$ cat src/hdl/rsi_pkg.sv
`timescale 1ns / 1ps
// ----------------------------------------------------------------------------
// rsi_pkg
// shared constants, register codes and pipeline step functions
// ----------------------------------------------------------------------------
package rsi_pkg;

   // configuration port
   localparam int CSR_AW = 6;
   localparam int CSR_DW = 64;

   typedef enum logic [2:0] {
      REG_CENTER_X  = 3'd0,
      REG_CENTER_Y  = 3'd1,
      REG_CENTER_Z  = 3'd2,
      REG_RADIUS_SQ = 3'd3,
      REG_SPHERE_ID = 3'd4
   } csr_index_type;

   // square root pipeline: radicand and root widths
   localparam int SQ_RW = 70;
   localparam int SQ_QW = SQ_RW / 2;

   // divider pipeline: numerator, divisor and quotient widths
   localparam int DV_NW = 46;
   localparam int DV_DW = 31;
   localparam int DV_QW = 16;
   localparam int DV_BW = $clog2(DV_QW);

   typedef struct packed {
      logic [SQ_RW-1:0] x;
      logic [SQ_QW+1:0] r;
      logic [SQ_QW-1:0] q;
   } sq_stage_type;

   typedef struct packed {
      logic [DV_NW-1:0] rem;
      logic [DV_QW-1:0] q;
      logic [DV_DW-1:0] den;
   } dv_stage_type;

   // one root bit per step, restoring
   function automatic sq_stage_type sqrt_step(sq_stage_type s);
      logic [SQ_QW+3:0] rs;
      logic [SQ_QW+3:0] trial;
      logic [SQ_QW+3:0] diff;
      sq_stage_type     n;
      rs    = {s.r, s.x[SQ_RW-1 -: 2]};
      trial = {2'b00, s.q, 2'b01};
      diff  = rs - trial;
      n.x   = {s.x[SQ_RW-3:0], 2'b00};
      if (rs >= trial) begin
         n.r = diff[SQ_QW+1:0];
         n.q = {s.q[SQ_QW-2:0], 1'b1};
      end else begin
         n.r = rs[SQ_QW+1:0];
         n.q = {s.q[SQ_QW-2:0], 1'b0};
      end
      return n;
   endfunction

   // one quotient bit per step, restoring
   function automatic dv_stage_type div_step(dv_stage_type s, logic [DV_BW-1:0] bitpos);
      logic [DV_NW:0] shifted;
      dv_stage_type   n;
      shifted = {{(DV_NW + 1 - DV_DW){1'b0}}, s.den} << bitpos;
      n = s;
      if ({1'b0, s.rem} >= shifted) begin
         n.rem = s.rem - shifted[DV_NW-1:0];
         n.q[bitpos] = 1'b1;
      end
      return n;
   endfunction

endpackage

$ cat src/hdl/rsi_sqrt.sv
`timescale 1ns / 1ps
// ----------------------------------------------------------------------------
// rsi_sqrt
// pipelined floor square root, one root bit per stage
// ----------------------------------------------------------------------------
module rsi_sqrt (
   input  logic                      clock,
   input  logic                      en,
   input  logic [rsi_pkg::SQ_RW-1:0] radicand,
   output logic [rsi_pkg::SQ_QW-1:0] root
);

   rsi_pkg::sq_stage_type st_ff [rsi_pkg::SQ_QW];
   rsi_pkg::sq_stage_type st_in [rsi_pkg::SQ_QW];
   rsi_pkg::sq_stage_type first;

   always_comb begin
      first.x = radicand;
      first.r = '0;
      first.q = '0;
      st_in[0] = rsi_pkg::sqrt_step(first);
      for (int k = 1; k < rsi_pkg::SQ_QW; k++) begin
         st_in[k] = rsi_pkg::sqrt_step(st_ff[k-1]);
      end
   end

   always_ff @(posedge clock) begin
      if (en) begin
         for (int k = 0; k < rsi_pkg::SQ_QW; k++) begin
            st_ff[k] <= st_in[k];
         end
      end
   end

   assign root = st_ff[rsi_pkg::SQ_QW-1].q;

endmodule

$ cat config.mk
export PLATFORM = sky130hd
export DESIGN_NAME = rsi_sqrt
export DESIGN_NICKNAME = d
export VERILOG_FILES = /design/src/hdl/rsi_pkg.sv /design/src/hdl/rsi_sqrt.sv
export SDC_FILE = /design/constraint.sdc
export NUM_CORES = 2
export LEC_CHECK = 0
export BUFFER_PORTS_ARGS = -buffer_cell sky130_fd_sc_hd__buf_2
export CAP_MARGIN = 20
export CORE_ASPECT_RATIO = 1.1
export CORE_MARGIN = 8
export CORE_UTILIZATION = 50
export CTS_CLUSTER_DIAMETER = 80
export CTS_CLUSTER_SIZE = 14
export DETAILED_ROUTE_END_ITERATION = 7
export GPL_ROUTABILITY_DRIVEN = 0
export GPL_TIMING_DRIVEN = 0
export PLACE_DENSITY_LB_ADDON = 0.3
export RECOVER_POWER = 50
export SYNTH_ARGS = -nofsm -noshare
export SYNTH_HDL_FRONTEND = slang
export SYNTH_MEMORY_MAX_BITS = 65536
export SYNTH_SLANG_ARGS = --single-unit
export TNS_END_PERCENT = 5
$ cat constraint.sdc
create_clock -name clock -period 5.8 [get_ports clock]
set_input_delay 0.87 -clock clock [delete_from_list [all_inputs] [get_ports clock]]
set_output_delay 0.87 -clock clock [all_outputs]
set_load 0.02 [all_outputs]
== Word-level counts from Yosys, hierarchy flattened ==
Memory sizes are Yosys's and may differ from the RTL's.
Index checks and enable logic that the tools add are counted.
Storage, ports and cells
  memory bits (writable): 4900
  memories: 1
  logic and storage cells: 108
  memory bits (read-only): 0
  bits in latches: 0
  input bits: 72
  register bits: 0
  output and inout port bits: 35
Memory list
  st_ff: depth 35, width 140, rd ports 35, clocked after memory_dff 0, write ports 35, line rsi_sqrt.sv:13  | rsi_pkg::sq_stage_type st_ff [rsi_pkg::SQ_QW];
Cells by class
  $lt $le $gt $ge: 35
  equality and inequality tests: 0
  multiply operators: 0
  reduce and logical (&&, ||, !) cells: 0
  div/mod/pow operators: 0
  add/subtract/negate cells: 35
  bitwise operators: 0
  mux-type cells: 37
  shift operators: 0
Operators by type and width (number)
  two-way mux 72 bit: 35
  >= comparator 39 x 37 -> 1 bit: 34
  subtractor 37 bit: 34
  subtractor 2 x 1 -> 3 bit (second input constant): 1
  >= comparator 2 x 1 -> 1 bit (second input constant): 1
  two-way mux 1 bit: 2

== Depth between registers and ports, before layout ==
An unclocked memory read counts as a cell.
  depth after elaboration: 3
  gate-level depth with buffers: 15
  mapped depth without buffers: 13

== Worst setup path before layout ==
OpenSTA, ideal clock, no wires.
  path kind: flip-flop to flip-flop
  start: memory st_ff[2][45] (netlist bit)
  end: memory st_ff[3][63] (netlist bit), data pin
  clock period less this slack: 3.477 ns
  cell stages (with the launch flop): 11
  library setup time: 0.260 ns
  data required time: 5.540 ns
  arrival: 3.216 ns
  buffers on the path: 1
  setup slack: 2.323 ns
  path through: edfxtp_1 > or4_4 > or4b_4 > or4_4 > or3_1 > nor2_1 > buf_2 > nor2_4 > nand2_2 > nor2_1 > xor2_1
RTL lines (line)
  start: declaration: rsi_sqrt.sv:13

==> impl_metrics.tcl <==
set metrics [dict create \
    clockRootBuffer "clkbuf_16" \
    grt_pass1_vias 84690 \
    path_cells "or4_1 > or3_1 > nor3_1 > nand4_1 > or4_1 > nand3_1 > a21o_1 > clkbuf_1 > buf_2 > buf_2 > a21oi_1" \
    dpl.hpwl_um 206000 \
    post_cts_resized 0 \
    layout_commonest_cell "edfxtp_1" \
    area_growth_pct 8.57 \
    slowest_stage "or4_1" \
    clkSinkCount 3021 \
    met1_usage_pct 21.7 \
    grtUsageMet3_pct 3.06 \
    rsz0062_at_grt "false" \
    async_reset_ff_share_pct 0 \
    ys_warn_count 0 \
    io_buffers 106 \
    die-area_sq_mm 0.298 \
    fillers 22479 \
    grt_max_degree 191 \
    die_w_um 521 \
    worst_slew_pin_slew_ns 4.31 \
    r2r-start "st_ff[21][59]" \
    top_usage_layer "met2" \
    dp_cells 14686 \
    max_freq_mhz 202 \
    synth_edf_count 3021 \
    instances_no_fill 14965 \
    critPathLaunchType "flip-flop" \
    clockBufferDepth 4 \
    slowest_delay_ns 0.74 \
    arrival_ns 5.55 \
    ys.flop_type "edfxtp_1" \
    layout-drive-gt1-share_pct 4.72 \
    finish.utilization_pct 54.4 \
    syn_inst 10853 \
    fin_tns_setup_ns 0 \
    routed_wl_um 282000 \
    reg.largest.list "st_ff x3021" \
    skew_ns 0.0893 \
    cp_max_fo 10 \
    fin_crit_ns 4.96 \
    mostFrequentLayoutCells "edfxtp_1 (3021), nand2_1 (847), inv_1 (826)" \
    numCtsBuffers 246 \
    crit_family "simple AND/OR/NAND/NOR gates" \
    vias_per_cell 5.69 \
    leakage_nw 57.2 \
    hold-path-endpoint "st_ff[0][116]" \
    endpoint_kind "flip-flop" \
    grt_use_met2_pct 32.0 \
    hold_path_class "input pin to flip-flop" \
    rows 204 \
    power_density_mw_per_mm2 375 \
    cp_num_buf_inv 3 \
    worstHoldPathCells 1 \
    status "complete, but fails checks" \
    multi_input_area_sq_mm 0.0457 \
    drc 7 \
    antenna_found_initial 4 \
    cp.required_ns 6.39 \
    hp-start "radicand[44]" \
    violations "design-rule violations, max-capacitance violations, max-slew violations" \
    final_max_slew_viol_count 606 \
    nets 11967 \
    post-route-period-util_pct 85.6 \
    grt_pass1_wl_um 442000 \
    largest_reg_flops 3021 \
    cts_hold_repair.buffers 0 \
    drtIter0Drc 7940 \
    tritoncts "yes" \
    r2r_slack_ns 0.84 \
    grt_usage_pct 18.2 \
    chipHeight_um 572 \
    path_clk_slew_ns 0.06 \
    synth_seq_cells 3021 \
    drv_cap 4 \
    largest_register "st_ff" \
    overflow 0 \
    seq_area_sq_mm 0.0907 \
    hold_violations 0 \
    first_pass_iters 8 \
    wl_per_cell_um 18.8 \
    post-cts-setup-buffers 0 \
    setup_viol 0 \
    ys_seq_area_share_pct 64.6 \
    clock_latency_ns 0.94 \
    rr_endpoint "st_ff[22][49]" \
    critPathKind "flip-flop to flip-flop" \
    netlist_area_sq_mm 0.140 \
    htree_levels 4 \
    synth.distinct_cells 94 \
    synth_nets 11592 \
    ant_nets 0 \
    ios 107 \
    core_sq_mm 0.280 \
    syn_avg_cell_area_sq_um 12.9 \
    vdd_drop_max_mv 0.292 \
    start_util_pct 50.1 \
    max_slew_margin_pct -187 \
    ff2ff_path_depth 11 \
    route.vias.total 85078 \
]
-- cells in the mapped netlist (14+ instances only) --
| cell type | n | area, sq um |
|---|---|---|
| xor2_1 | 527 | 4620 |
| a31oi_1 | 58 | 363 |
| a21o_1 | 290 | 2180 |
| nand3_1 | 155 | 776 |
| o21a_1 | 95 | 713 |
| a211oi_1 | 49 | 368 |
| and2_1 | 28 | 175 |
| and3_1 | 59 | 369 |
| mux2_2 | 72 | 811 |
| edfxtp_1 | 3021 | 90700 |
| o31a_1 | 19 | 166 |
| buf_2 | 14 | 70.1 |
| nor3_1 | 236 | 1180 |
| a221oi_1 | 14 | 123 |
| o21bai_1 | 50 | 375 |
| a21oi_1 | 645 | 3230 |
| a21boi_0 | 24 | 180 |
| nand2_1 | 847 | 3180 |
| o31ai_1 | 76 | 571 |
| nor3b_1 | 20 | 150 |
| nor2_1 | 606 | 2270 |
| nand2b_1 | 145 | 907 |
| nand4_1 | 120 | 751 |
| o21ai_0 | 631 | 3160 |
| buf_1 | 18 | 67.6 |
| nor2b_1 | 86 | 538 |
| or3_1 | 121 | 757 |
| ha_1 | 667 | 8350 |
| xnor2_1 | 498 | 4360 |
| inv_1 | 826 | 3100 |
| o211ai_1 | 33 | 248 |
| clkbuf_1 | 190 | 713 |
| and4_1 | 21 | 184 |
| a211o_1 | 20 | 175 |
| a2111oi_0 | 17 | 149 |
| nand3b_1 | 37 | 278 |
| or2_2 | 41 | 257 |
| mux2i_1 | 16 | 160 |
| o21ai_1 | 21 | 105 |
| nand4b_1 | 17 | 149 |
| or4_1 | 65 | 488 |
| o22ai_1 | 16 | 100 |
| nor4_1 | 139 | 870 |
-- cell families after synthesis --
group,Yosys count,share of synthesized area (%)
AOI/OAI and AO/OA,2190,9.58
xor gates and xnor gates,1025,6.40
adders and majority gates,667,5.95
buffers and inverters,1053,2.83
DFF,3021,64.6
muxes,88,0.692
other,1,0.00267
and+or+nand+nor,2808,9.92
-- routing by layer --
| layer | vias to the layer above | wire length, um |
|---|---|---|
| li1 | 40689 | - |
| met2 | 2822 | 139000 |
| met3 | 821 | 16400 |
| met5 | - | 13 |
| met4 | 2 | 14800 |
| met1 | 40744 | 112000 |
-- power breakdown --
| part | internal (mW) | switching (mW) |
|---|---|---|
| clock | 7.59 | 7.05 |
| sequential | 27.7 | 1.73 |
| combinational | 5.27 | 7.83 |
| total | 40.5 | 16.6 |
-- through the flow --
step | worst slack, ns | area, sq um | hold slack (ns) | total power, mW
floorplan | 2.32 | 140000 | 0.400 | 38.6
global placement | -42.64 | 146000 | 0.400 | 44.0
detailed placement | 0.719 | 146000 | 0.405 | 42.6
CTS | 0.858 | 152000 | 0.0452 | 57.5
global route | 0.647 | 152000 | 0.0807 | 59.9
finish | 0.838 | 152000 | 0.135 | 57.2
-- worst register-to-register path, cell delays in order (launching register included) --
cell	delay, ns
edfxtp_1	0.44
or4_1	0.61
or3_1	0.39
nor3_1	0.47
nand4_1	0.32
or4_1	0.74
nand3_1	0.21
a21o_1	0.11
clkbuf_1	0.51
buf_2	0.45
buf_2	0.34
a21oi_1	0.11
-- worst max-delay path by stage --
stage,from,to,slack (ns),depth (start not counted)
after floorplan,st_ff[2][45],st_ff[3][63],2.32,10
after global placement,en,st_ff[33][35],-42.64,1
after detailed placement,en,st_ff[33][37],0.72,6
after CTS,st_ff[23][0],st_ff[24][60],0.86,13
after global routing,en,st_ff[21][114],0.65,5
final,st_ff[21][59],st_ff[22][49],0.84,11
-- layout make-up --
class	count	area share, %
Multi-Input combinational cell	6779	30.0
Antenna cell	4	0.00657
Timing Repair Buffer	127	0.606
Inverter	831	2.05
Clock buffer	247	4.06
Buffer	222	0.558
Tap cell	3708	3.04
Sequential cell	3021	59.5
Clock inverter	26	0.178
Note: power is estimated with default switching activity, not from simulation.
