## config.mk

```make
export PLATFORM = sky130hd
export DESIGN_NAME = rsi_div
export DESIGN_NICKNAME = d
export VERILOG_FILES = /design/src/hdl/rsi_pkg.sv /design/src/hdl/rsi_div.sv
export SDC_FILE = /design/constraint.sdc
export NUM_CORES = 2
export LEC_CHECK = 0
export BUFFER_PORTS_ARGS = -buffer_cell sky130_fd_sc_hd__buf_2
export CAP_MARGIN = 20
export CORE_MARGIN = 3
export CORE_UTILIZATION = 30
export CTS_CLUSTER_SIZE = 24
export DETAILED_ROUTE_END_ITERATION = 8
export GPL_TIMING_DRIVEN = 0
export PLACE_DENSITY_LB_ADDON = 0.12
export SYNTH_ARGS = -nofsm -noshare
export SYNTH_HDL_FRONTEND = slang
export SYNTH_SLANG_ARGS = --single-unit
```

## constraint.sdc

```tcl
create_clock -name clock -period 3.8 [get_ports clock]
set_clock_uncertainty 0.2 [all_clocks]
set_input_delay 0.19 -clock clock [delete_from_list [all_inputs] [get_ports clock]]
set_output_delay 0.19 -clock clock [all_outputs]
set_load 0.05 [all_outputs]
```

## src/hdl/rsi_pkg.sv

```systemverilog
`timescale 1ns / 1ps
// ----------------------------------------------------------------------------
// rsi_pkg
// shared constants, register codes and pipeline step functions
// ----------------------------------------------------------------------------
package rsi_pkg;

   // configuration port
   localparam int CSR_AW = 6;
   localparam int CSR_DW = 64;

   typedef enum logic [2:0] {
      REG_CENTER_X  = 3'd0,
      REG_CENTER_Y  = 3'd1,
      REG_CENTER_Z  = 3'd2,
      REG_RADIUS_SQ = 3'd3,
      REG_SPHERE_ID = 3'd4
   } csr_index_type;

   // square root pipeline: radicand and root widths
   localparam int SQ_RW = 70;
   localparam int SQ_QW = SQ_RW / 2;

   // divider pipeline: numerator, divisor and quotient widths
   localparam int DV_NW = 46;
   localparam int DV_DW = 31;
   localparam int DV_QW = 16;
   localparam int DV_BW = $clog2(DV_QW);

   typedef struct packed {
      logic [SQ_RW-1:0] x;
      logic [SQ_QW+1:0] r;
      logic [SQ_QW-1:0] q;
   } sq_stage_type;

   typedef struct packed {
      logic [DV_NW-1:0] rem;
      logic [DV_QW-1:0] q;
      logic [DV_DW-1:0] den;
   } dv_stage_type;

   // one root bit per step, restoring
   function automatic sq_stage_type sqrt_step(sq_stage_type s);
      logic [SQ_QW+3:0] rs;
      logic [SQ_QW+3:0] trial;
      logic [SQ_QW+3:0] diff;
      sq_stage_type     n;
      rs    = {s.r, s.x[SQ_RW-1 -: 2]};
      trial = {2'b00, s.q, 2'b01};
      diff  = rs - trial;
      n.x   = {s.x[SQ_RW-3:0], 2'b00};
      if (rs >= trial) begin
         n.r = diff[SQ_QW+1:0];
         n.q = {s.q[SQ_QW-2:0], 1'b1};
      end else begin
         n.r = rs[SQ_QW+1:0];
         n.q = {s.q[SQ_QW-2:0], 1'b0};
      end
      return n;
   endfunction

   // one quotient bit per step, restoring
   function automatic dv_stage_type div_step(dv_stage_type s, logic [DV_BW-1:0] bitpos);
      logic [DV_NW:0] shifted;
      dv_stage_type   n;
      shifted = {{(DV_NW + 1 - DV_DW){1'b0}}, s.den} << bitpos;
      n = s;
      if ({1'b0, s.rem} >= shifted) begin
         n.rem = s.rem - shifted[DV_NW-1:0];
         n.q[bitpos] = 1'b1;
      end
      return n;
   endfunction

endpackage

```

## src/hdl/rsi_div.sv

```systemverilog
`timescale 1ns / 1ps
// ----------------------------------------------------------------------------
// rsi_div
// pipelined unsigned divider, one quotient bit per stage
// ----------------------------------------------------------------------------
module rsi_div (
   input  logic                      clock,
   input  logic                      en,
   input  logic [rsi_pkg::DV_NW-1:0] num,
   input  logic [rsi_pkg::DV_DW-1:0] den,
   output logic [rsi_pkg::DV_QW-1:0] quot
);

   rsi_pkg::dv_stage_type st_ff [rsi_pkg::DV_QW];
   rsi_pkg::dv_stage_type st_in [rsi_pkg::DV_QW];
   rsi_pkg::dv_stage_type first;

   always_comb begin
      first.rem = num;
      first.q   = '0;
      first.den = den;
      st_in[0] = rsi_pkg::div_step(first, rsi_pkg::DV_BW'(rsi_pkg::DV_QW - 1));
      for (int k = 1; k < rsi_pkg::DV_QW; k++) begin
         st_in[k] = rsi_pkg::div_step(st_ff[k-1], rsi_pkg::DV_BW'(rsi_pkg::DV_QW - 1 - k));
      end
   end

   always_ff @(posedge clock) begin
      if (en) begin
         for (int k = 0; k < rsi_pkg::DV_QW; k++) begin
            st_ff[k] <= st_in[k];
         end
      end
   end

   assign quot = st_ff[rsi_pkg::DV_QW-1].q;

endmodule

```

# After elaboration in Yosys (flattened, before gate mapping)
# Memories as Yosys holds them, arrays and structs flattened.
# Index checks and enable logic that the tools add are counted.
dict set report totals {
  register_bits 0
  latch_bits 0
  ram_bits 1488
  mem_bits_ro 0
  input_bits 79
  output_inout_bits 16
  word_cells 66
  n_memories 1
}
dict set report op_classes {
  add_sub_neg 16
  mul 0
  div_mod_pow 0
  magnitude_cmp 16
  eq_ne 0
  n_shift 0
  mux 33
  bitwise 0
  n_reduce_logical 0
}
# name words word_bits rd rd_ports_with_merged_regs write_ports line
set memory_table {}
lappend memory_table {st_ff 16 93 16 0 16 rsi_div.sv:14} ;# rsi_pkg::dv_stage_type st_ff [rsi_pkg::DV_QW];
# cell n
set op_table {}
lappend op_table {{two-way mux 46 bit} 15}
lappend op_table {{two-way mux 47 bit} 1}
lappend op_table {{greater-or-equal comparator 46 x 31 -> 1 bit} 1}
lappend op_table {{greater-or-equal comparator 46 x 32 -> 1 bit} 1}
lappend op_table {{greater-or-equal comparator 46 x 33 -> 1 bit} 1}
lappend op_table {{greater-or-equal comparator 46 x 34 -> 1 bit} 1}
lappend op_table {{greater-or-equal comparator 46 x 35 -> 1 bit} 1}
lappend op_table {{greater-or-equal comparator 46 x 36 -> 1 bit} 1}
lappend op_table {{greater-or-equal comparator 46 x 37 -> 1 bit} 1}
lappend op_table {{greater-or-equal comparator 46 x 38 -> 1 bit} 1}
lappend op_table {{greater-or-equal comparator 46 x 39 -> 1 bit} 1}
lappend op_table {{greater-or-equal comparator 46 x 40 -> 1 bit} 1}
lappend op_table {{greater-or-equal comparator 46 x 41 -> 1 bit} 1}
lappend op_table {{greater-or-equal comparator 46 x 42 -> 1 bit} 1}
lappend op_table {{greater-or-equal comparator 46 x 43 -> 1 bit} 1}
lappend op_table {{greater-or-equal comparator 46 x 44 -> 1 bit} 1}
lappend op_table {{greater-or-equal comparator 46 x 45 -> 1 bit} 1}
lappend op_table {{greater-or-equal comparator 46 bit} 1}
lappend op_table {{subtractor 46 x 31 -> 46 bit} 1}
lappend op_table {{subtractor 46 x 32 -> 46 bit} 1}
lappend op_table {{subtractor 46 x 33 -> 46 bit} 1}
lappend op_table {{subtractor 46 x 34 -> 46 bit} 1}
lappend op_table {{subtractor 46 x 35 -> 46 bit} 1}
lappend op_table {{subtractor 46 x 36 -> 46 bit} 1}
lappend op_table {{11 further kinds} 27}

# Depth between registers and ports, before layout
# An unclocked memory read counts as a cell.
dict set report logic_depth {
  word_depth 3
  depth_mapped 16
  mapped_depth_nobuf 15
}

# Least setup slack after synthesis
# OpenSTA, ideal clock, no wires.
dict set report synth_path {
  kind {register -> register}
  startpoint {memory st_ff[1][237] (netlist name)}
  endpoint {memory st_ff[1][342] (netlist name) (data pin)}
  setup_time_ns 0.262
  arrival_ns 3.236
  required_ns 3.338
  slack_ns 0.102
  stages_incl_launch_ff 16
  n_path_buf 2
  synth_period_minus_slack_ns 3.698
  path_cell_list {edfxtp_1 > inv_1 > ha_1 > inv_1 > fa_1 > a211oi_1 > o21ai_1 > a2111oi_0 > o21ai_1 > nor2b_1 > a21oi_1 > o21bai_1 > a21o_1 > clkbuf_1 > buf_2 > mux2_1}
}
# item line
set synth_rtl {}
lappend synth_rtl {{from (decl)} rsi_div.sv:14}

==> run metrics <==
worst hold slack=-0.336 ns; Avg Cell Area, Syn=10.9 um2; EDFF count, synth=about 1300; Vias/cell=4.89; largest net degree at the start of global routing=175; ranking of synthesized cells by area=edfxtp_1, ha_1, a21oi_1, xnor2_1, inv_1; Compound-Gate Fraction of Synth Area=14.9%; post-synthesis cell count=6654; failing checks=hold timing, setup timing; fillers=between 20000 and 25000; row count=180; Critical Path RT=4.13 ns; clock power share=between 20% and 30%; Clock Sinks=1291; routability-driven placement congestion ratio=0.941; Arr. time, crit path=about 5.0 ns; Root Driver=clkbuf_16; drt first pass iters=5; full die area=0.249 mm2; largest family of logic cells by synthesized area=compound AO/OA/AOI/OAI gates; routed wl met2=122 mm; Pleak=0.0354 uW; RSZ-0062 raised after global routing=true; hold depth=1; Seq. cell area=0.0388 mm2; Initial Util=a little over 30%; post-synthesis mux area share=between 1 and 1.5%; top post-synthesis cells by count=edfxtp_1, a21oi_1, inv_1, nand2_1, ha_1; die span in y=between 400 and 500 um; Tightest Hold Check Type=primary input to flip-flop; top flop regs=st_ff (1291); largest register by flop count=st_ff; CP endpoint kind=flip-flop; Final Setup Violations=116; Max Clk Rate=217 MHz; final hold vios=143; placed insts=9957; cell taking the most area after synthesis=edfxtp_1; share of the synthesized area in the top cell type=53.3%; placed inst area=around 0.078 mm2; Post-DRT Antenna Nets=0; Synth async-reset ratio=0%; Startpoint Class=flip-flop; TritonCTS buffer count=164; Worst-path clk slew=roughly 0.060 ns; mapped cell area=0.0728 mm2; final critical-path setup slack=-0.816 ns; clk_lat worst skew=0.79 ns; Least-Margin Pin Slew=1.10 ns; Largest register FFs=1291; Rel. slew slack=25.8%; Tmin final=between 4 and 5 ns; global route overflow=0; Max clock buf depth=3; share of layout cells above drive strength 1=18.0%; Syn. warnings=0; antenna violations before repair=5; Hold Buf Count CTS=~120; syn_nets=7244; io pins=95; CTS tree=yes; Slew Limit Fails=0; Total GRT Usage=between 10% and 20%; Net Sw Power=roughly 26000 uW; M1 WL=69.1 mm; Seq/Total Area, Yosys=53.3%; count of buffers from port buffering=94; period utilisation layout=121%; DR vias=51500; Setup CP Type=flip-flop to flip-flop; Cell Int Power=43200 uW; post-DR wirelength/cell=20.4 um; Setup TNS Final=-40.71 ns; post-route design area=0.0905 mm2; drc violations=0; Logic pwr share=44.5%; Initial DRC Count=roughly 2000; H-Tree Level Count=4; area grow syn2layout=24.3%; die width=approximately 500 um; first-pass GRT wire length=324 mm; Seq pwr share=approximately 33%; Post-Synth Adder-Cell Area=under 10%; Worst VDD drop=about 360 uV; Non-Filler Instances=10500; xor/xnor share of the synthesized area=under 10%; #FFs+latches synth=1291; multi-input logic area=around 0.035 mm2; Sw Ratio=37.6%; max_cap viols=0; Total Wirelength=215 mm; post-DP HPWL=164 mm; vias in the first global route=55400; fin nets=between 7000 and 8000; R2R cell count=11; simple-gate share of the synthesized area=between 10 and 15%; highest routed layer=met4; Pwr per Cell Area=765 mW/mm2; crit-path max FO=6; outcome=finished with violations; most frequent cell after synthesis=edfxtp_1; Netlist cell types=100; Top FF cell, synth=edfxtp_1; Core Region=between 0.2 and 0.25 mm2; metal3 WL=roughly 5.1 mm
==> placed cells by master (no fill, tap or decap), drive strengths merged, types with 14 or more instances in the layout <==
cell type | synthesis | final
nand3b | 14 | 14
bufinv | 0 | 18
or2 | 21 | 21
or4 | 24 | 24
a21o | 248 | 248
buf | 58 | 383
edfxtp | 1291 | 1291
nand2 | 505 | 505
clkinv | 0 | 62
o21ai | 444 | 444
ha | 496 | 496
o211ai | 23 | 23
o21bai | 64 | 64
xor2 | 218 | 218
a221oi | 16 | 16
a31oi | 45 | 45
dlygate4sd3 | 0 | 123
a21oi | 605 | 605
clkbuf | 142 | 306
and3 | 43 | 43
nor3 | 110 | 110
xnor2 | 276 | 276
a211oi | 67 | 67
o21a | 61 | 61
and2 | 14 | 14
nand3 | 108 | 108
o22ai | 16 | 16
o31a | 17 | 17
nor4 | 58 | 58
or3 | 53 | 53
nand2b | 65 | 65
nor2 | 461 | 461
inv | 597 | 605
mux2 | 89 | 89
fa | 15 | 15
nor2b | 65 | 65
a2111oi | 20 | 20
o31ai | 40 | 40
nand4 | 109 | 109
==> power groups by stage <==
| stage | sequential, uW | combinational [uW] | clock (uW) |
|---|---|---|---|
| 2_1_floorplan | 22000 | 19300 | 0 |
| 3_3_place_gp | 23500 | 26300 | 0 |
| 3_5_place_dp | 22900 | 26300 | 0 |
| 4_1_cts | 22800 | 29300 | 16200 |
| 5_1_grt | 23200 | 33900 | 16800 |
| 6_report | 22800 | 30800 | 15600 |
==> cell type report <==
class                           count  area share, %
Tap cell                         3185           4.40
Timing Repair Buffer              447           4.65
Antenna cell                        3        0.00830
Buffer                            164           1.52
Multi-Input combinational cell   4566           38.1
Inverter                          597           2.49
Sequential cell                  1291           42.8
Clock buffer                      201           4.76
Clock inverter                     95           1.18
==> path summary, 6_finish.rpt <==
kind	slack, ns	from	endpoint
worst max-delay path	-0.82	st_ff[1][163]	st_ff[1][275]
worst max register to register	-0.82	st_ff[1][163]	st_ff[1][275]
worst min register to register	0.20	st_ff[1][45]	st_ff[1][138]
worst min-delay path	-0.34	en	st_ff[1][607]
==> worst max-delay path, stage by stage (launching register included) <==
cell      delay (ns)
edfxtp_1        0.43
ha_1            0.45
nand4_1         0.31
nor3_2          0.56
nand3_1         0.41
o31ai_2         0.74
a22o_1          0.31
a221oi_4        0.09
buf_6           0.17
or3_4           0.35
a211oi_2        0.25
xor2_1          0.09
==> kinds of logic after synthesis <==
family,Yosys count
fa+ha+maj,511
flops,1291
buf+inv,797
compound gates,1765
xor+xnor,494
simple gates,1704
mux,92
==> per-layer routing <==
metal	vias to the layer above	GRT usage (%)
met5	-	0
met3	613	2.16
met2	919	34.7
li1	25600	-
met4	0	13.0
met1	24400	14.5
==> per-stage QoR <==
step           utilization (%)  power (uW)  worst slack [ns]  hold slack (ns)
6_report                  37.5       69200            -0.816           -0.336
5_1_grt                   37.5       74000             -1.01           -0.331
4_1_cts                   36.8       68300             -1.14           -0.351
3_5_place_dp              32.2       49200             -2.81            0.178
3_3_place_gp              32.0       49800            -18.88            0.181
2_1_floorplan                -       41400             0.102           0.0889
==> timing repair <==
action	in CTS	in global routing
gates resized for setup	783	375
gates cloned	13	4
setup endpoints to repair	578	467
pin swaps	164	136
endpoints found under the hold margin	220	143
buffers inserted	118	82
(Power assumes the default switching activity.)
